$ cat src/timed_sample_derivative_assert.svh
// Assertion macros shared by the timed sample derivative RTL.
`ifndef TIMED_SAMPLE_DERIVATIVE_ASSERT_SVH
`define TIMED_SAMPLE_DERIVATIVE_ASSERT_SVH

// Same-cycle implication, checked on clk and disabled while rst_n is low.
`define TSD_ASSERT_NOW(lbl, ante, cons, msg) \
  lbl: assert property (@(posedge clk) disable iff (!rst_n) (ante) |-> (cons)) \
    else $error(msg);

// Next-cycle implication, checked on clk and disabled while rst_n is low.
`define TSD_ASSERT_NEXT(lbl, ante, cons, msg) \
  lbl: assert property (@(posedge clk) disable iff (!rst_n) (ante) |=> (cons)) \
    else $error(msg);

`endif

$ cat src/tsd_pkg.sv
// Shared widths and defaults for the timed sample derivative.
`default_nettype none

package tsd_pkg;

  localparam int unsigned VAL_W   = 32;
  localparam int unsigned STAMP_W = 32;
  localparam int unsigned SLOPE_W = 32;
  localparam int unsigned SPAN_W  = 31;

  localparam int unsigned   SLOPE_SCALE_DEF = 1024;
  localparam logic [30:0]   MIN_SPAN_RST    = 31'd1;

endpackage

`default_nettype wire

$ cat src/tsd_in_if.sv
// Input channel carrying one timestamped sample per beat.
`default_nettype none

interface tsd_in_if;

  logic                            valid;
  logic                            ready;
  logic [tsd_pkg::VAL_W-1:0]       sample_value;
  logic [tsd_pkg::STAMP_W-1:0]     sample_stamp;

  modport source (output valid, output sample_value, output sample_stamp, input ready);
  modport sink   (input valid, input sample_value, input sample_stamp, output ready);

endinterface

`default_nettype wire

$ cat src/tsd_out_if.sv
// Result channel carrying one slope and its refresh flag per beat.
`default_nettype none

interface tsd_out_if;

  logic                               valid;
  logic                               ready;
  logic signed [tsd_pkg::SLOPE_W-1:0] slope;
  logic                               refreshed;

  modport source (output valid, output slope, output refreshed, input ready);
  modport sink   (input valid, input slope, input refreshed, output ready);

endinterface

`default_nettype wire

$ cat src/tsd_div.sv
// Radix-2 restoring unsigned divider, one quotient bit per cycle.
`default_nettype none

module tsd_div #(
  parameter int unsigned DVD_W = 43,
  parameter int unsigned DVS_W = 32
) (
  input  wire logic             clk,
  input  wire logic             rst_n,
  input  wire logic             start,
  input  wire logic [DVD_W-1:0] dividend,
  input  wire logic [DVS_W-1:0] divisor,
  output logic      [DVD_W-1:0] quotient,
  output logic                  done
);

  localparam int unsigned CNT_W = $clog2(DVD_W + 1);

  logic [DVS_W-1:0] rem_r, rem_nxt;
  logic [DVD_W-1:0] quo_r, quo_nxt;
  logic [DVS_W-1:0] dvs_r, dvs_nxt;
  logic [CNT_W-1:0] cnt_r, cnt_nxt;
  logic             busy_r, busy_nxt;
  logic             done_r, done_nxt;

  logic [DVS_W:0]   rem_sh;
  logic [DVS_W+1:0] trial;
  logic             fits;

  // The shared subtractor: shifted remainder minus divisor.
  assign rem_sh = {rem_r, quo_r[DVD_W-1]};
  assign trial  = {1'b0, rem_sh} - {2'b00, dvs_r};
  assign fits   = !trial[DVS_W+1];

  always_comb begin
    rem_nxt  = rem_r;
    quo_nxt  = quo_r;
    dvs_nxt  = dvs_r;
    cnt_nxt  = cnt_r;
    busy_nxt = busy_r;
    done_nxt = 1'b0;
    if (start) begin
      rem_nxt  = '0;
      quo_nxt  = dividend;
      dvs_nxt  = divisor;
      cnt_nxt  = CNT_W'(DVD_W);
      busy_nxt = 1'b1;
    end else if (busy_r) begin
      rem_nxt = fits ? trial[DVS_W-1:0] : rem_sh[DVS_W-1:0];
      quo_nxt = {quo_r[DVD_W-2:0], fits};
      cnt_nxt = cnt_r - CNT_W'(1);
      if (cnt_r == CNT_W'(1)) begin
        busy_nxt = 1'b0;
        done_nxt = 1'b1;
      end
    end
  end

  always_ff @(posedge clk) begin
    if (!rst_n) begin
      busy_r <= 1'b0;
      done_r <= 1'b0;
      cnt_r  <= '0;
    end else begin
      busy_r <= busy_nxt;
      done_r <= done_nxt;
      cnt_r  <= cnt_nxt;
    end
    rem_r <= rem_nxt;
    quo_r <= quo_nxt;
    dvs_r <= dvs_nxt;
  end

  assign quotient = quo_r;
  assign done     = done_r;

endmodule

`default_nettype wire

$ cat src/timed_sample_derivative.sv
// Top level of the timed sample derivative: sequencer, state and result register.
`default_nettype none

`include "timed_sample_derivative_assert.svh"

// Backward-difference derivative of timestamped temperature samples. Each input beat
// carries a sample and its timestamp and yields exactly one result beat. With no prior
// sample (stored timestamp zero) the result is a slope of zero with refreshed set, and
// the sample is stored. When the elapsed time, taken modulo 2^32, is zero or below
// min_span, the held slope is returned with refreshed clear and nothing is stored.
// Otherwise the slope is (new - old) * SLOPE_SCALE / elapsed, truncated toward zero and
// saturated to 32 bits signed, and sample, timestamp and slope are stored. The
// temperature difference is read as a 32-bit two's complement value and the elapsed
// time as an unsigned divisor, so a timestamp that went backwards counts as a long
// interval. The block handles one sample at a time: in_chan.ready is high only while
// the sequencer is idle. A sample that computes a fresh slope spends most of its time
// in the radix-2 divider, which retires one quotient bit per cycle through a single
// subtractor on a dividend of PROD_W bits, 32 plus the bit width of SLOPE_SCALE.
// Samples that return the held slope or start a new history skip the multiply and
// divide states. The result sits in an output register, so a stalled result channel
// delays only the hand-over of the next result. min_span is written through cfg_we
// and cfg_wdata, which the user must do only while the block is idle; the block
// itself does not enforce it. min_span resets to 1.
module timed_sample_derivative #(
  parameter int unsigned SLOPE_SCALE = tsd_pkg::SLOPE_SCALE_DEF
) (
  input  wire logic                       clk,
  input  wire logic                       rst_n,
  input  wire logic                       cfg_we,
  input  wire logic [tsd_pkg::SPAN_W-1:0] cfg_wdata,
  tsd_in_if.sink                          in_chan,
  tsd_out_if.source                       out_chan
);

  // Width of the scale constant and of the exact product that feeds the divider.
  localparam int unsigned SCALE_W = $clog2(SLOPE_SCALE + 1);
  localparam int unsigned PROD_W  = tsd_pkg::VAL_W + SCALE_W;
  localparam int unsigned SW      = tsd_pkg::SLOPE_W;

  // One-hot sequencer.
  typedef enum logic [4:0] {
    ST_IDLE = 5'b00001,
    ST_CHK  = 5'b00010,
    ST_MUL  = 5'b00100,
    ST_DIV  = 5'b01000,
    ST_OUT  = 5'b10000
  } state_t;

  state_t state_r, state_nxt;

  // Configuration and the derivative's history.
  logic [tsd_pkg::SPAN_W-1:0]  min_span_r;
  logic [SW-1:0]               held_slope_r, held_slope_nxt;
  logic [tsd_pkg::VAL_W-1:0]   prior_value_r, prior_value_nxt;
  logic [tsd_pkg::STAMP_W-1:0] prior_stamp_r, prior_stamp_nxt;

  // The sample being worked on and the intermediate values.
  logic [tsd_pkg::VAL_W-1:0]   smp_value_r, smp_value_nxt;
  logic [tsd_pkg::STAMP_W-1:0] smp_stamp_r, smp_stamp_nxt;
  logic [tsd_pkg::STAMP_W-1:0] span_r, span_nxt;
  logic [tsd_pkg::VAL_W-1:0]   mag_r, mag_nxt;
  logic                        neg_r, neg_nxt;

  // Finished result, waiting for the output register.
  logic [SW-1:0] res_slope_r, res_slope_nxt;
  logic          res_refr_r, res_refr_nxt;

  // Output register.
  logic          out_valid_r, out_valid_nxt;
  logic [SW-1:0] out_slope_r, out_slope_nxt;
  logic          out_refr_r, out_refr_nxt;

  // Combinational helpers.
  logic [tsd_pkg::STAMP_W-1:0] elapsed;
  logic [tsd_pkg::VAL_W-1:0]   diff;
  logic                        in_fire;
  logic                        out_free;
  logic                        div_start;
  logic [PROD_W-1:0]           div_dividend;
  logic [PROD_W-1:0]           div_quo;
  logic                        div_done;
  logic                        quo_sat;
  logic [SW-1:0]               div_slope;

  assign in_fire  = in_chan.valid && in_chan.ready;
  assign out_free = !out_valid_r || out_chan.ready;

  assign elapsed = smp_stamp_r - prior_stamp_r;
  assign diff    = smp_value_r - prior_value_r;

  // The exact product goes straight into the divider's dividend register.
  assign div_start    = (state_r == ST_MUL);
  assign div_dividend = PROD_W'(mag_r) * PROD_W'(SCALE_W'(SLOPE_SCALE));

  tsd_div #(
    .DVD_W (PROD_W),
    .DVS_W (tsd_pkg::STAMP_W)
  ) u_div (
    .clk      (clk),
    .rst_n    (rst_n),
    .start    (div_start),
    .dividend (div_dividend),
    .divisor  (span_r),
    .quotient (div_quo),
    .done     (div_done)
  );

  // Any quotient of 2^31 or more saturates, for either sign.
  assign quo_sat = |div_quo[PROD_W-1:SW-1];

  always_comb begin
    if (neg_r) begin
      div_slope = quo_sat ? {1'b1, {(SW-1){1'b0}}} : (~div_quo[SW-1:0] + SW'(1));
    end else begin
      div_slope = quo_sat ? {1'b0, {(SW-1){1'b1}}} : div_quo[SW-1:0];
    end
  end

  always_comb begin
    state_nxt       = state_r;
    held_slope_nxt  = held_slope_r;
    prior_value_nxt = prior_value_r;
    prior_stamp_nxt = prior_stamp_r;
    smp_value_nxt   = smp_value_r;
    smp_stamp_nxt   = smp_stamp_r;
    span_nxt        = span_r;
    mag_nxt         = mag_r;
    neg_nxt         = neg_r;
    res_slope_nxt   = res_slope_r;
    res_refr_nxt    = res_refr_r;
    out_valid_nxt   = out_valid_r;
    out_slope_nxt   = out_slope_r;
    out_refr_nxt    = out_refr_r;

    if (out_valid_r && out_chan.ready) begin
      out_valid_nxt = 1'b0;
    end

    unique case (state_r)
      ST_IDLE: begin
        if (in_fire) begin
          smp_value_nxt = in_chan.sample_value;
          smp_stamp_nxt = in_chan.sample_stamp;
          state_nxt     = ST_CHK;
        end
      end
      ST_CHK: begin
        priority if (prior_stamp_r == '0) begin
          // First sample of a history: store it with a zero slope.
          res_slope_nxt   = '0;
          res_refr_nxt    = 1'b1;
          held_slope_nxt  = '0;
          prior_value_nxt = smp_value_r;
          prior_stamp_nxt = smp_stamp_r;
          state_nxt       = ST_OUT;
        end else if (elapsed == '0 || elapsed < {1'b0, min_span_r}) begin
          // Too little time has passed: repeat the held slope.
          res_slope_nxt = held_slope_r;
          res_refr_nxt  = 1'b0;
          state_nxt     = ST_OUT;
        end else begin
          neg_nxt   = diff[tsd_pkg::VAL_W-1];
          mag_nxt   = diff[tsd_pkg::VAL_W-1] ? (~diff + tsd_pkg::VAL_W'(1)) : diff;
          span_nxt  = elapsed;
          state_nxt = ST_MUL;
        end
      end
      ST_MUL: begin
        state_nxt = ST_DIV;
      end
      ST_DIV: begin
        if (div_done) begin
          res_slope_nxt   = div_slope;
          res_refr_nxt    = 1'b1;
          held_slope_nxt  = div_slope;
          prior_value_nxt = smp_value_r;
          prior_stamp_nxt = smp_stamp_r;
          state_nxt       = ST_OUT;
        end
      end
      ST_OUT: begin
        if (out_free) begin
          out_valid_nxt = 1'b1;
          out_slope_nxt = res_slope_r;
          out_refr_nxt  = res_refr_r;
          state_nxt     = ST_IDLE;
        end
      end
      default: begin
        state_nxt = ST_IDLE;
      end
    endcase
  end

  always_ff @(posedge clk) begin
    if (!rst_n) begin
      state_r       <= ST_IDLE;
      min_span_r    <= tsd_pkg::MIN_SPAN_RST;
      held_slope_r  <= '0;
      prior_value_r <= '0;
      prior_stamp_r <= '0;
      out_valid_r   <= 1'b0;
    end else begin
      state_r       <= state_nxt;
      held_slope_r  <= held_slope_nxt;
      prior_value_r <= prior_value_nxt;
      prior_stamp_r <= prior_stamp_nxt;
      out_valid_r   <= out_valid_nxt;
      if (cfg_we) begin
        min_span_r <= cfg_wdata;
      end
    end
    smp_value_r <= smp_value_nxt;
    smp_stamp_r <= smp_stamp_nxt;
    span_r      <= span_nxt;
    mag_r       <= mag_nxt;
    neg_r       <= neg_nxt;
    res_slope_r <= res_slope_nxt;
    res_refr_r  <= res_refr_nxt;
    out_slope_r <= out_slope_nxt;
    out_refr_r  <= out_refr_nxt;
  end

  assign in_chan.ready      = (state_r == ST_IDLE);
  assign out_chan.valid     = out_valid_r;
  assign out_chan.slope     = out_slope_r;
  assign out_chan.refreshed = out_refr_r;

  // An accepted sample keeps the block busy for at least the following cycle.
  `TSD_ASSERT_NEXT(a_busy_after_accept, in_fire, !in_chan.ready,
                   "sample accepted on two consecutive cycles")

  // The divider only finishes while the sequencer is waiting for it.
  `TSD_ASSERT_NOW(a_div_done_in_div, div_done, state_r == ST_DIV,
                  "divider finished outside the divide state")

  // A finished result with a free output register is presented on the next cycle.
  `TSD_ASSERT_NEXT(a_result_loaded, (state_r == ST_OUT) && !out_valid_r, out_valid_r,
                   "finished result was not loaded into a free output register")

endmodule

`default_nettype wire
$ cat src/flat_wrapper.sv
// flat-port wrapper written by rule: the top's interface ports become plain ports
module timed_sample_derivative_flat 
#(
  parameter int unsigned SLOPE_SCALE = tsd_pkg::SLOPE_SCALE_DEF
)
  (clk, rst_n, cfg_we, cfg_wdata, in_chan_valid, in_chan_sample_value, in_chan_sample_stamp, in_chan_ready, out_chan_valid, out_chan_slope, out_chan_refreshed, out_chan_ready);
  tsd_in_if in_chan_i ();
  tsd_out_if out_chan_i ();
  input  wire logic clk;
  input  wire logic rst_n;
  input  wire logic cfg_we;
  input  wire logic [tsd_pkg::SPAN_W-1:0] cfg_wdata;
  input wire logic [$bits(in_chan_i.valid)-1:0] in_chan_valid;
  input wire logic [$bits(in_chan_i.sample_value)-1:0] in_chan_sample_value;
  input wire logic [$bits(in_chan_i.sample_stamp)-1:0] in_chan_sample_stamp;
  output wire logic [$bits(in_chan_i.ready)-1:0] in_chan_ready;
  output wire logic [$bits(out_chan_i.valid)-1:0] out_chan_valid;
  output wire logic [$bits(out_chan_i.slope)-1:0] out_chan_slope;
  output wire logic [$bits(out_chan_i.refreshed)-1:0] out_chan_refreshed;
  input wire logic [$bits(out_chan_i.ready)-1:0] out_chan_ready;
  assign in_chan_i.valid = in_chan_valid;
  assign in_chan_i.sample_value = in_chan_sample_value;
  assign in_chan_i.sample_stamp = in_chan_sample_stamp;
  assign in_chan_ready = in_chan_i.ready;
  assign out_chan_valid = out_chan_i.valid;
  assign out_chan_slope = out_chan_i.slope;
  assign out_chan_refreshed = out_chan_i.refreshed;
  assign out_chan_i.ready = out_chan_ready;
  timed_sample_derivative #(.SLOPE_SCALE(SLOPE_SCALE)) u_core (.clk(clk), .rst_n(rst_n), .cfg_we(cfg_we), .cfg_wdata(cfg_wdata), .in_chan(in_chan_i), .out_chan(out_chan_i));
endmodule
$ cat config.mk
export PLATFORM = sky130hd
export DESIGN_NAME = timed_sample_derivative_flat
export DESIGN_NICKNAME = d
export VERILOG_FILES = /design/src/tsd_pkg.sv /design/src/tsd_in_if.sv /design/src/tsd_out_if.sv /design/src/tsd_div.sv /design/src/timed_sample_derivative.sv /design/src/flat_wrapper.sv
export VERILOG_INCLUDE_DIRS = /design/src /design/src/src
export SDC_FILE = /design/constraint.sdc
export NUM_CORES = 1
export LEC_CHECK = 0
export ABC_AREA = 1
export BUFFER_PORTS_ARGS = -buffer_cell sky130_fd_sc_hd__buf_4
export CAP_MARGIN = 20
export CORE_MARGIN = 2
export CORE_UTILIZATION = 47
export DETAILED_ROUTE_END_ITERATION = 10
export GPL_ROUTABILITY_DRIVEN = 0
export PLACE_DENSITY = 0.63
export SETUP_SLACK_MARGIN = 0.1
export SLEW_MARGIN = 20
export SYNTH_ARGS = -nofsm -noshare
export SYNTH_HDL_FRONTEND = slang
export SYNTH_HIERARCHICAL = 1
export SYNTH_SLANG_ARGS = --single-unit
$ cat constraint.sdc
create_clock -name clk -period 14.2 [get_ports clk]
set_input_delay 0 -clock clk [delete_from_list [all_inputs] [get_ports clk]]
set_output_delay 0 -clock clk [all_outputs]
set_load 0.005 [all_outputs]
==> impl_summary.txt, run 1 <==
----------------------------------------------------
[Run status]
  Result of the run ... finished, final reports clean

[Synth]
  Post-synth top flop ... sky130_fd_sc_hd__edfxtp_1
  Largest family of logic cells by synthesized area ... simple AND/OR/NAND/NOR gates
  Number of distinct library cell variants in the gate-level netlist after synthesis ... 54
  Average size of a mapped cell ... 7.56 um^2
  Simple logic cell fraction of the synthesized area ... 0.269
  Cell accounting for the most synthesized area ... sky130_fd_sc_hd__edfxtp_1
  Cell Area, Synth ... 26000 um^2
  Leading cell types by total area after synthesis ... sky130_fd_sc_hd__edfxtp_1 31%, sky130_fd_sc_hd__nand2_1 15%, sky130_fd_sc_hd__dfxtp_1 13%
  Proportion of synthesized area in mux cells ... 0
  Share of the yosys chip area belonging to registers ... 0.445
  Post-synthesis register bit count ... roughly 440
  Share of synthesized cell area in full adder, half adder and majority cells ... 0.0640
  Fraction of registers with async set/reset ... 0
  Share of the synthesized area in compound gates (AO/OA/AOI/OAI) ... 0.0970
  Number of enable flip-flop cells after synthesis ... 270
  Yosys warnings ... 6
  Syn Inst Count ... ~3400
  Xor-xnor portion of the synthesized cell area ... 0.0225
  Portion of synthesized cell area occupied by the leading cell type ... 0.312

[Setup path]
  Slowest library cell on the worst path ... sky130_fd_sc_hd__inv_2
  Top Family by Delay on Critical Path ... simple AND/OR/NAND/NOR gates
  Cell chain of the critical path ... inv_1, ha_1, inv_1, fa_1, nand3_1, nand3_1, nand3_1, nand3_1, nand2_1, nand3_1, nand2_1, inv_1, ha_1, nand2_1, nor3_1, nand2_1, o211ai_1, nand3_1, inv_2, buf_4
  Critical path required time ... approximately 14 ns
  Crit path arrival time ... 4.83 ns
  Max incr delay on CP ... approximately 0.52 ns
  Critical path startpoint category ... flop
  Dominant cell type by count on the critical path ... sky130_fd_sc_hd__nand3_1
  Number of buffer and inverter instances along the worst setup path ... 5
  Setup crit end kind ... flop
  Startpoint-to-endpoint class of the critical path ... flop to flop
  Top fanout value on the critical path ... 33

[Power and ir drop]
  Internal power ... between 2 and 3 mW
  Share of total power in the clock network ... 0.344
  Sw Share ... 0.321
  Power density of the placed cells ... approximately 130 nW/um^2
  Standby leakage power ... between 10 and 15 nW
  Power share of the combinational group ... 0.262
  Reg power frac ... 0.395
  Switching power summed over all nets ... around 1.2 mW
  Maximum vdd ir drop ... 0.000104 V

[Finish]
  Fraction of final layout cells sized beyond drive strength 1 ... 0.0800
  N_diodes ... 0
  Most used cells in the layout excluding fill and tap cells ... 1007 x sky130_fd_sc_hd__nand2_1, 590 x sky130_fd_sc_hd__inv_1, 270 x sky130_fd_sc_hd__edfxtp_1
  Net count, final ... 3893
  Commonest non-fill, non-tap cell in the layout ... sky130_fd_sc_hd__nand2_1
  Fillers ... ~5200
  Post-layout utilization of the core ... 0.553
  Post-route non-filler standard cell count ... 4406
  Synthesis-to-finish area growth ... 16.7%

[Timing]
  RSZ-0062 raised after global routing ... false
  Max Clock Freq ... 218 MHz
  Post-layout worst setup margin ... around 9.6 ns
  Crit share post-route ... 0.323
  Final Skew ... 0.0353 ns
  Hold Vio Cnt, Final ... 0
  Final TNS setup ... 0 ns
  Slew Limit Headroom ... 0.312
  Final-report max-slew violation count ... 0
  Actual slew at the worst max-slew pin ... 1.03 ns
  Final setup vio count ... 0
  Period minus WS final ... 4.59 ns

[Route]
  Routed len/inst ... approximately 14 um
  Final routed wirelength across all metal layers ... between 60 and 70 mm
  DRC ... 0
  Detailed Routing Iterations Pass 1 ... 5
  DRT antenna net count ... 0
  Post-detailed-route via-to-cell ratio ... just under 5
  Iteration-0 DRC Markers ... 1449
  Via Count ... ~22000

[Clock network]
  Deepest clock path buffer count ... 3
  Post_cts resized ... 0
  Clock Latency Late Sink ... 0.62 ns
  Clock tree from TritonCTS ... yes
  Clock Sinks ... 443
  Root buffer cell ... sky130_fd_sc_hd__clkbuf_16
  Number of buffers inserted during clock tree synthesis ... 48
  Number of H-tree levels ... 2
  Post-CTS Setup Bufs ... 0
  CTS clock-pin slew for the worst setup and hold paths ... around 0.060 ns

[Placement]
  IO Port Bufs ... between 100 and 150
  Worst slack, placed ... slightly below 10 ns
  # placed instances ... 4214
  Estimated wirelength of the detail-placed design ... 46.9 mm

[Global route]
  Initial antenna violation count ... 0
  Global routing usage summed across all routing layers ... 0.221
  Pin count of the biggest net entering global routing ... ~120
  Via count of the first global-routing pass ... 19900
  Wire length of the first global-routing pass ... 102 mm
  Total global routing overflow ... 0

[Die]
  CORE AREA ... 54900 um^2
  Die area ... 57200 um^2
  Number of placement rows ... 86
  Die outline height ... around 240 um
  Chip Width ... 239 um
  Number of I/O pins ... 135
  Initial Utilization ... 0.473

[Job]
  Number of maximum-capacitance violations ... 0

[Worst hold path]
  Hold WC Path Type ... input pin to flop

----------------------------------------------------
worst min-delay path: stages:
cell,delay [ns]
sky130_fd_sc_hd__buf_4,0.08
sky130_fd_sc_hd__clkinv_1,0.05
sky130_fd_sc_hd__buf_4,0.27
sky130_fd_sc_hd__nand2_1,0.13
sky130_fd_sc_hd__nand3_1,0.06
metrics by stage:
stage	total power, mW	hold slack [ns]	instance area [um^2]
finish	3.80	0.0323	30300
global route	4.04	0.0651	30300
CTS	3.83	0.00240	30300
detailed placement	2.48	0.179	27600
global placement	2.48	0.178	27600
floorplan	2.24	0.0989	26000
cells by family after synthesis:
logic type / count (synthesis)
other: 1
XOR/XNOR: 65
flip-flops: 443
adder cells (fa/ha/maj): 131
AND/OR/NAND/NOR: 1639
buffers and inverters: 685
AO/OA/AOI/OAI: 473
metal layers:
metal	up-vias	wire length (um)	global-route usage
met3	89	3220	0.0328
met4	0	1380	0.0540
met2	486	27500	0.347
met1	9699	31000	0.319
li1	11600	-	-
met5	-	0	0
power groups by stage:
stage / Sequential [mW] / Combinational, mW / Clock, mW
after floorplan: 1.52 / 0.725 / 0
after global placement: 1.53 / 0.950 / 0
after detailed placement: 1.53 / 0.957 / 0
after CTS: 1.50 / 0.984 / 1.35
after global routing: 1.51 / 1.13 / 1.40
final: 1.50 / 0.995 / 1.31
flip-flops by register name (all words and copies together), names as in the netlist, 5 cells and up:
register,cells
u_core/u_div/quotient,43
u_core/held_slope_r,32
u_core/mag_r,32
u_core/out_chan.slope,32
u_core/prior_stamp_r,32
u_core/prior_value_r,32
u_core/res_slope_r,32
u_core/smp_stamp_r,32
u_core/smp_value_r,32
u_core/span_r,32
u_core/u_div/dvs_r,32
u_core/u_div/rem_r,32
u_core/min_span_r,31
u_core/u_div/cnt_r,6
u_core/state_r,5
timing repair:
| item | 4_1_cts | 5_1_grt |
|---|---|---|
| endpoints found under the setup margin | 0 | 0 |
| hold buffers | 101 | 0 |
| endpoints found under the hold margin | 100 | 0 |
layout make-up:
class	count	area [um^2]	area share
multi-input cells	2319	11800	0.389
flip-flops and latches	443	11600	0.382
inverters	598	2240	0.0740
repair buffers	252	2150	0.0710
clock buffers	59	1260	0.0417
well taps	704	881	0.0291
clock inverters	31	403	0.0133
final timing paths:
check	cells past startpoint	slack (ns)	endpoint	startpoint
hold / removal	5	0.03	u_core/min_span_r[0]	cfg_we
setup / recovery	20	9.61	u_core/span_r[14]	u_core/smp_stamp_r[0]
hold reg to reg	0	0.42	u_core/out_chan.slope[22]	u_core/res_slope_r[22]
setup reg to reg	20	9.61	u_core/span_r[14]	u_core/smp_stamp_r[0]
cell usage after synthesis, types with 6 or more instances:
| cell | count |
|---|---|
| sky130_fd_sc_hd__a21oi_1 | 219 |
| sky130_fd_sc_hd__and2_1 | 7 |
| sky130_fd_sc_hd__buf_1 | 7 |
| sky130_fd_sc_hd__buf_6 | 6 |
| sky130_fd_sc_hd__clkbuf_1 | 64 |
| sky130_fd_sc_hd__dfxtp_1 | 173 |
| sky130_fd_sc_hd__edfxtp_1 | 270 |
| sky130_fd_sc_hd__ha_1 | 128 |
| sky130_fd_sc_hd__inv_1 | 593 |
| sky130_fd_sc_hd__nand2_1 | 1007 |
| sky130_fd_sc_hd__nand2_2 | 9 |
| sky130_fd_sc_hd__nand3_1 | 214 |
| sky130_fd_sc_hd__nand3_2 | 12 |
| sky130_fd_sc_hd__nand3b_1 | 25 |
| sky130_fd_sc_hd__nand4_1 | 51 |
| sky130_fd_sc_hd__nor2_1 | 229 |
| sky130_fd_sc_hd__nor2_2 | 17 |
| sky130_fd_sc_hd__nor3_1 | 33 |
| sky130_fd_sc_hd__nor4_1 | 21 |
| sky130_fd_sc_hd__o21ai_0 | 187 |
| sky130_fd_sc_hd__o21ai_1 | 14 |
| sky130_fd_sc_hd__o21bai_1 | 9 |
| sky130_fd_sc_hd__o311ai_0 | 11 |
| sky130_fd_sc_hd__xnor2_1 | 28 |
| sky130_fd_sc_hd__xor2_1 | 35 |
Power figures use the tool's default switching activity.
==> inputs of run 2 (changes only) <==
ABC_AREA = 0   (was 1)
PLACE_DENSITY = 0.65   (was 0.63)
clock period = 3.7 ns   (was 14.2 ns; I/O delays follow)
==> impl_summary.txt, run 2 <==
----------------------------------------------------
[Clock network]
  Deepest clock path buffer count ... 3 (unchanged)
  Clock tree from TritonCTS ... yes (unchanged)
  Number of H-tree levels ... 2 (unchanged)
  Number of buffers inserted during clock tree synthesis ... 47 (was 48)
  Clock Sinks ... 443 (unchanged)
  Root buffer cell ... sky130_fd_sc_hd__clkbuf_16 (unchanged)
  Clock Latency Late Sink ... 0.59 ns (was 0.62 ns)
  CTS clock-pin slew for the worst setup and hold paths ... 0.06 ns (about the same)

[Synth]
  Most frequent cell after synthesis ... sky130_fd_sc_hd__nand2_1 (unchanged)
  Average size of a mapped cell ... 9.76 um^2 (was 7.56 um^2)
  Syn Inst Count ... 2486 (was 3437)
  Post-synth top flop ... sky130_fd_sc_hd__edfxtp_1 (unchanged)
  Yosys warnings ... 6 (unchanged)
  Post-synthesis register bit count ... 443 (unchanged)
  Portion of synthesized cell area occupied by the leading cell type ... 0.334 (was 0.312)
  Cell accounting for the most synthesized area ... sky130_fd_sc_hd__edfxtp_1 (unchanged)
  Number of enable flip-flop cells after synthesis ... 270 (unchanged)
  Fraction of registers with async set/reset ... 0 (unchanged)
  Leading cell types by total area after synthesis ... sky130_fd_sc_hd__edfxtp_1 33%, sky130_fd_sc_hd__dfxtp_1 14%, sky130_fd_sc_hd__ha_1 6.6% (was sky130_fd_sc_hd__edfxtp_1 31%, sky130_fd_sc_hd__nand2_1 15%, sky130_fd_sc_hd__dfxtp_1 13%)
  Number of distinct library cell variants in the gate-level netlist after synthesis ... 88 (was 54)
  Cell types with the highest counts after synthesis ... 328 x sky130_fd_sc_hd__nand2_1, 270 x sky130_fd_sc_hd__edfxtp_1, 173 x sky130_fd_sc_hd__dfxtp_1 (was 1007 x sky130_fd_sc_hd__nand2_1, 593 x sky130_fd_sc_hd__inv_1, 270 x sky130_fd_sc_hd__edfxtp_1)
  Cell Area, Synth ... 24300 um^2 (was 26000 um^2)
  Share of the yosys chip area belonging to registers ... 0.477 (was 0.445)

[Timing]
  Final-report max-slew violation count ... 0 (unchanged)
  Period minus WS final ... 4.31 ns (was 4.59 ns)
  Final TNS setup ... -54.30 ns (was 0 ns)
  Final Skew ... 0.0216 ns (was 0.0353 ns)
  RSZ-0062 raised after global routing ... true (was false)
  Hold Vio Cnt, Final ... 0 (unchanged)
  Actual slew at the worst max-slew pin ... 1.13 ns (was 1.03 ns)
  Final setup vio count ... 104 (was 0)
  Max Clock Freq ... 232 MHz (was 218 MHz)
  Post-layout worst setup margin ... -0.606 ns (was 9.61 ns)
  Slew Limit Headroom ... 0.243 (was 0.312)
  Crit share post-route ... 1.16 (was 0.323)

[Finish]
  Commonest non-fill, non-tap cell in the layout ... sky130_fd_sc_hd__buf_4 (was sky130_fd_sc_hd__nand2_1)
  Fraction of final layout cells sized beyond drive strength 1 ... 0.219 (was 0.0800)
  Net count, final ... 3207 (was 3893)
  Fillers ... 4156 (was 5221)
  Most used cells in the layout excluding fill and tap cells ... 401 x sky130_fd_sc_hd__buf_4, 327 x sky130_fd_sc_hd__nand2_1, 270 x sky130_fd_sc_hd__edfxtp_1 (was 1007 x sky130_fd_sc_hd__nand2_1, 590 x sky130_fd_sc_hd__inv_1, 270 x sky130_fd_sc_hd__edfxtp_1)
  Flip-flop count of the largest register after layout ... 43 (unchanged)
  Synthesis-to-finish area growth ... 29.6% (was 16.7%)
  Post-route standard cell area excluding fillers ... 31400 um^2 (was 30300 um^2)

[Job]
  Number of maximum-capacitance violations ... 0 (unchanged)

[Global route]
  Via count of the first global-routing pass ... 19000 (was 19900)
  Initial antenna violation count ... 0 (unchanged)
  Global routing usage summed across all routing layers ... 0.221 (about the same)
  Total global routing overflow ... 0 (unchanged)
  Wire length of the first global-routing pass ... 96.8 mm (was 102 mm)
  Pin count of the biggest net entering global routing ... 116 (was 123)

[Route]
  Detailed Routing Iterations Pass 1 ... 6 (was 5)
  Via Count ... 19900 (was 21800)
  Post-detailed-route via-to-cell ratio ... 5.39 (was 4.95)
  Iteration-0 DRC Markers ... 1345 (was 1449)
  Routed len/inst ... 16.2 um (was 14.3 um)
  Final routed wirelength across all metal layers ... 59.8 mm (was 63.0 mm)
  DRC ... 0 (unchanged)
  DRT antenna net count ... 0 (unchanged)

[Placement]
  Post-DP Area ... 27900 um^2 (was 27600 um^2)
  Estimated wirelength of the detail-placed design ... 41.9 mm (was 46.9 mm)
  IO Port Bufs ... 134 (unchanged)

[Setup path]
  Top Family by Delay on Critical Path ... compound AO/OA/AOI/OAI gates (was simple AND/OR/NAND/NOR gates)
  Number of buffer and inverter instances along the worst setup path ... 5 (unchanged)
  Flop-to-flop setup slack ... -0.61 ns (was 9.61 ns)
  Critical path required time ... 4.04 ns (was 14.44 ns)
  Startpoint-to-endpoint class of the critical path ... flop to flop (unchanged)
  Top fanout value on the critical path ... 8 (was 33)
  Slowest library cell on the worst path ... sky130_fd_sc_hd__edfxtp_1 (was sky130_fd_sc_hd__inv_2)
  Crit path arrival time ... 4.65 ns (was 4.83 ns)
  Cell chain of the critical path ... inv_2, ha_4, inv_2, fa_2, a211oi_4, o21a_1, o221ai_1, a21oi_1, xnor2_1, ha_1, nand4_1, a2111oi_2, o2111ai_2, a21oi_2, o31ai_2, a31o_2, a21oi_4, nor2b_4, buf_12, buf_12, buf_16 (was inv_1, ha_1, inv_1, fa_1, nand3_1, nand3_1, nand3_1, nand3_1, nand2_1, nand3_1, nand2_1, inv_1, ha_1, nand2_1, nor3_1, nand2_1, o211ai_1, nand3_1, inv_2, buf_4)
  Max incr delay on CP ... 0.40 ns (was 0.52 ns)
  Critical path startpoint category ... flop (unchanged)
  Setup crit end kind ... flop (unchanged)

[Power and ir drop]
  Power share of the combinational group ... 0.294 (was 0.262)
  Maximum vdd ir drop ... 0.000366 V (was 0.000104 V)
  Internal power ... 10.4 mW (was 2.58 mW)
  Power density of the placed cells ... 476 nW/um^2 (was 125 nW/um^2)
  Reg power frac ... 0.387 (was 0.395)
  Sw Share ... 0.304 (was 0.321)
  Switching power summed over all nets ... 4.55 mW (was 1.22 mW)
  Share of total power in the clock network ... 0.319 (was 0.344)
  Standby leakage power ... 12.0 nW (was 14.1 nW)

[Die]
  Die area ... 53400 um^2 (was 57200 um^2)
  CORE AREA ... 51200 um^2 (was 54900 um^2)
  Number of I/O pins ... 135 (unchanged)
  Die outline height ... 231 um (was 239 um)
  Number of placement rows ... 83 (was 86)
  Initial Utilization ... 0.474 (was 0.473)
  Chip Width ... 231 um (was 239 um)

[Worst hold path]
  Hold WC Path Type ... input pin to flop (unchanged)

[Run status]
  Result of the run ... finished with violations (was finished, final reports clean)
  Failing checks ... setup timing

----------------------------------------------------
run 2: cell count changes in the layout (fill, tap and decap cells not counted), sizes merged, moves of 63 or more:
cell and delta:
nand3 -202, o21ai -85, inv -424, buf +268, a21boi +89, nor2b +68, nand2 -691, nor2 -80
a21oi -63
run 2: kinds of logic (layout without fill, tap and decap cells):
kind of cell	Yosys count	count (layout)	share of synthesized area
AOI/OAI and AO/OA	631	631	0.175
xor gates and xnor gates	116	116	0.0419
adders and majority gates	131	131	0.0685
buffers and inverters	283	801	0.0448
DFF	443	443	0.477
muxes	85	85	0.0376
other	1	12	0.000155
and+or+nand+nor	796	796	0.155
run 2: final timing paths:
| kind | from | end | cells after the start |
|---|---|---|---|
| max | u_core/smp_stamp_r[0] | u_core/res_slope_r[13] | 21 |
| min | cfg_we | u_core/min_span_r[7] | 3 |
| max reg2reg | u_core/smp_stamp_r[0] | u_core/res_slope_r[13] | 21 |
| min reg2reg | u_core/span_r[26] | u_core/u_div/dvs_r[26] | 0 |
run 2: timing repair:
item / CTS / global route
buffers inserted: 22 / 7
endpoints found under the hold margin: 149 / 0
pin swaps: 43 / 27
setup endpoints to repair: 119 / 137
resized for setup: 46 / 53
gates cloned: 3 / 2
hold buffers: 122 / 0
run 2: area by class of cell:
type / count / area [um^2] / share of cell area
Antenna cell: 1 / 2.50 / 0.0000796
Clock inverter: 26 / 287 / 0.00912
Timing Repair Buffer: 542 / 4600 / 0.146
Clock buffer: 61 / 1270 / 0.0404
Multi-Input combinational cell: 1770 / 12200 / 0.388
Sequential cell: 443 / 11600 / 0.368
Inverter: 172 / 646 / 0.0205
Tap cell: 680 / 851 / 0.0271
run 2: metal layers:
layer	track usage	part of all wire
met4	0.0665	0.027
met1	0.310	0.47
met5	0	0
met3	0.0349	0.053
met2	0.351	0.45
run 2: stage by stage:
| step | hold slack, ns | total power [mW] | utilization | setup slack (ns) | std cells |
|---|---|---|---|---|---|
| 3_5_place_dp | 0.179 | 9.88 | 0.544 | -0.742 | 3452 |
| 3_3_place_gp | 0.178 | 9.77 | 0.544 | -0.659 | 3452 |
| 5_1_grt | 0.0580 | 15.7 | 0.614 | -0.761 | 3694 |
| 4_1_cts | 0.000282 | 14.9 | 0.608 | -0.549 | 3686 |
| 6_report | 0.0267 | 15.0 | 0.614 | -0.606 | 3695 |
| 2_1_floorplan | 0.0989 | 8.51 | - | -1.90 | 2496 |
run 2: power by group through the flow:
stage | combinational (mW) | clock [mW] | sequential [mW]
detailed placement | 4.00 | 0 | 5.89
floorplan | 2.68 | 0 | 5.82
global route | 4.86 | 5.06 | 5.82
CTS | 4.26 | 4.87 | 5.78
global placement | 3.90 | 0 | 5.88
finish | 4.41 | 4.77 | 5.79
run 2: worst register-to-register path, cell delays in order (launching register included):
cell and delay [ns]:
sky130_fd_sc_hd__edfxtp_1 0.40, sky130_fd_sc_hd__inv_2 0.09, sky130_fd_sc_hd__ha_4 0.13, sky130_fd_sc_hd__inv_2 0.04, sky130_fd_sc_hd__fa_2 0.36, sky130_fd_sc_hd__a211oi_4 0.36, sky130_fd_sc_hd__o21a_1 0.21, sky130_fd_sc_hd__o221ai_1 0.11
sky130_fd_sc_hd__a21oi_1 0.19, sky130_fd_sc_hd__xnor2_1 0.11, sky130_fd_sc_hd__ha_1 0.30, sky130_fd_sc_hd__nand4_1 0.15, sky130_fd_sc_hd__a2111oi_2 0.30, sky130_fd_sc_hd__o2111ai_2 0.18, sky130_fd_sc_hd__a21oi_2 0.18, sky130_fd_sc_hd__o31ai_2 0.07
sky130_fd_sc_hd__a31o_2 0.26, sky130_fd_sc_hd__a21oi_4 0.17, sky130_fd_sc_hd__nor2b_4 0.06, sky130_fd_sc_hd__buf_12 0.15, sky130_fd_sc_hd__buf_12 0.13, sky130_fd_sc_hd__buf_16 0.13
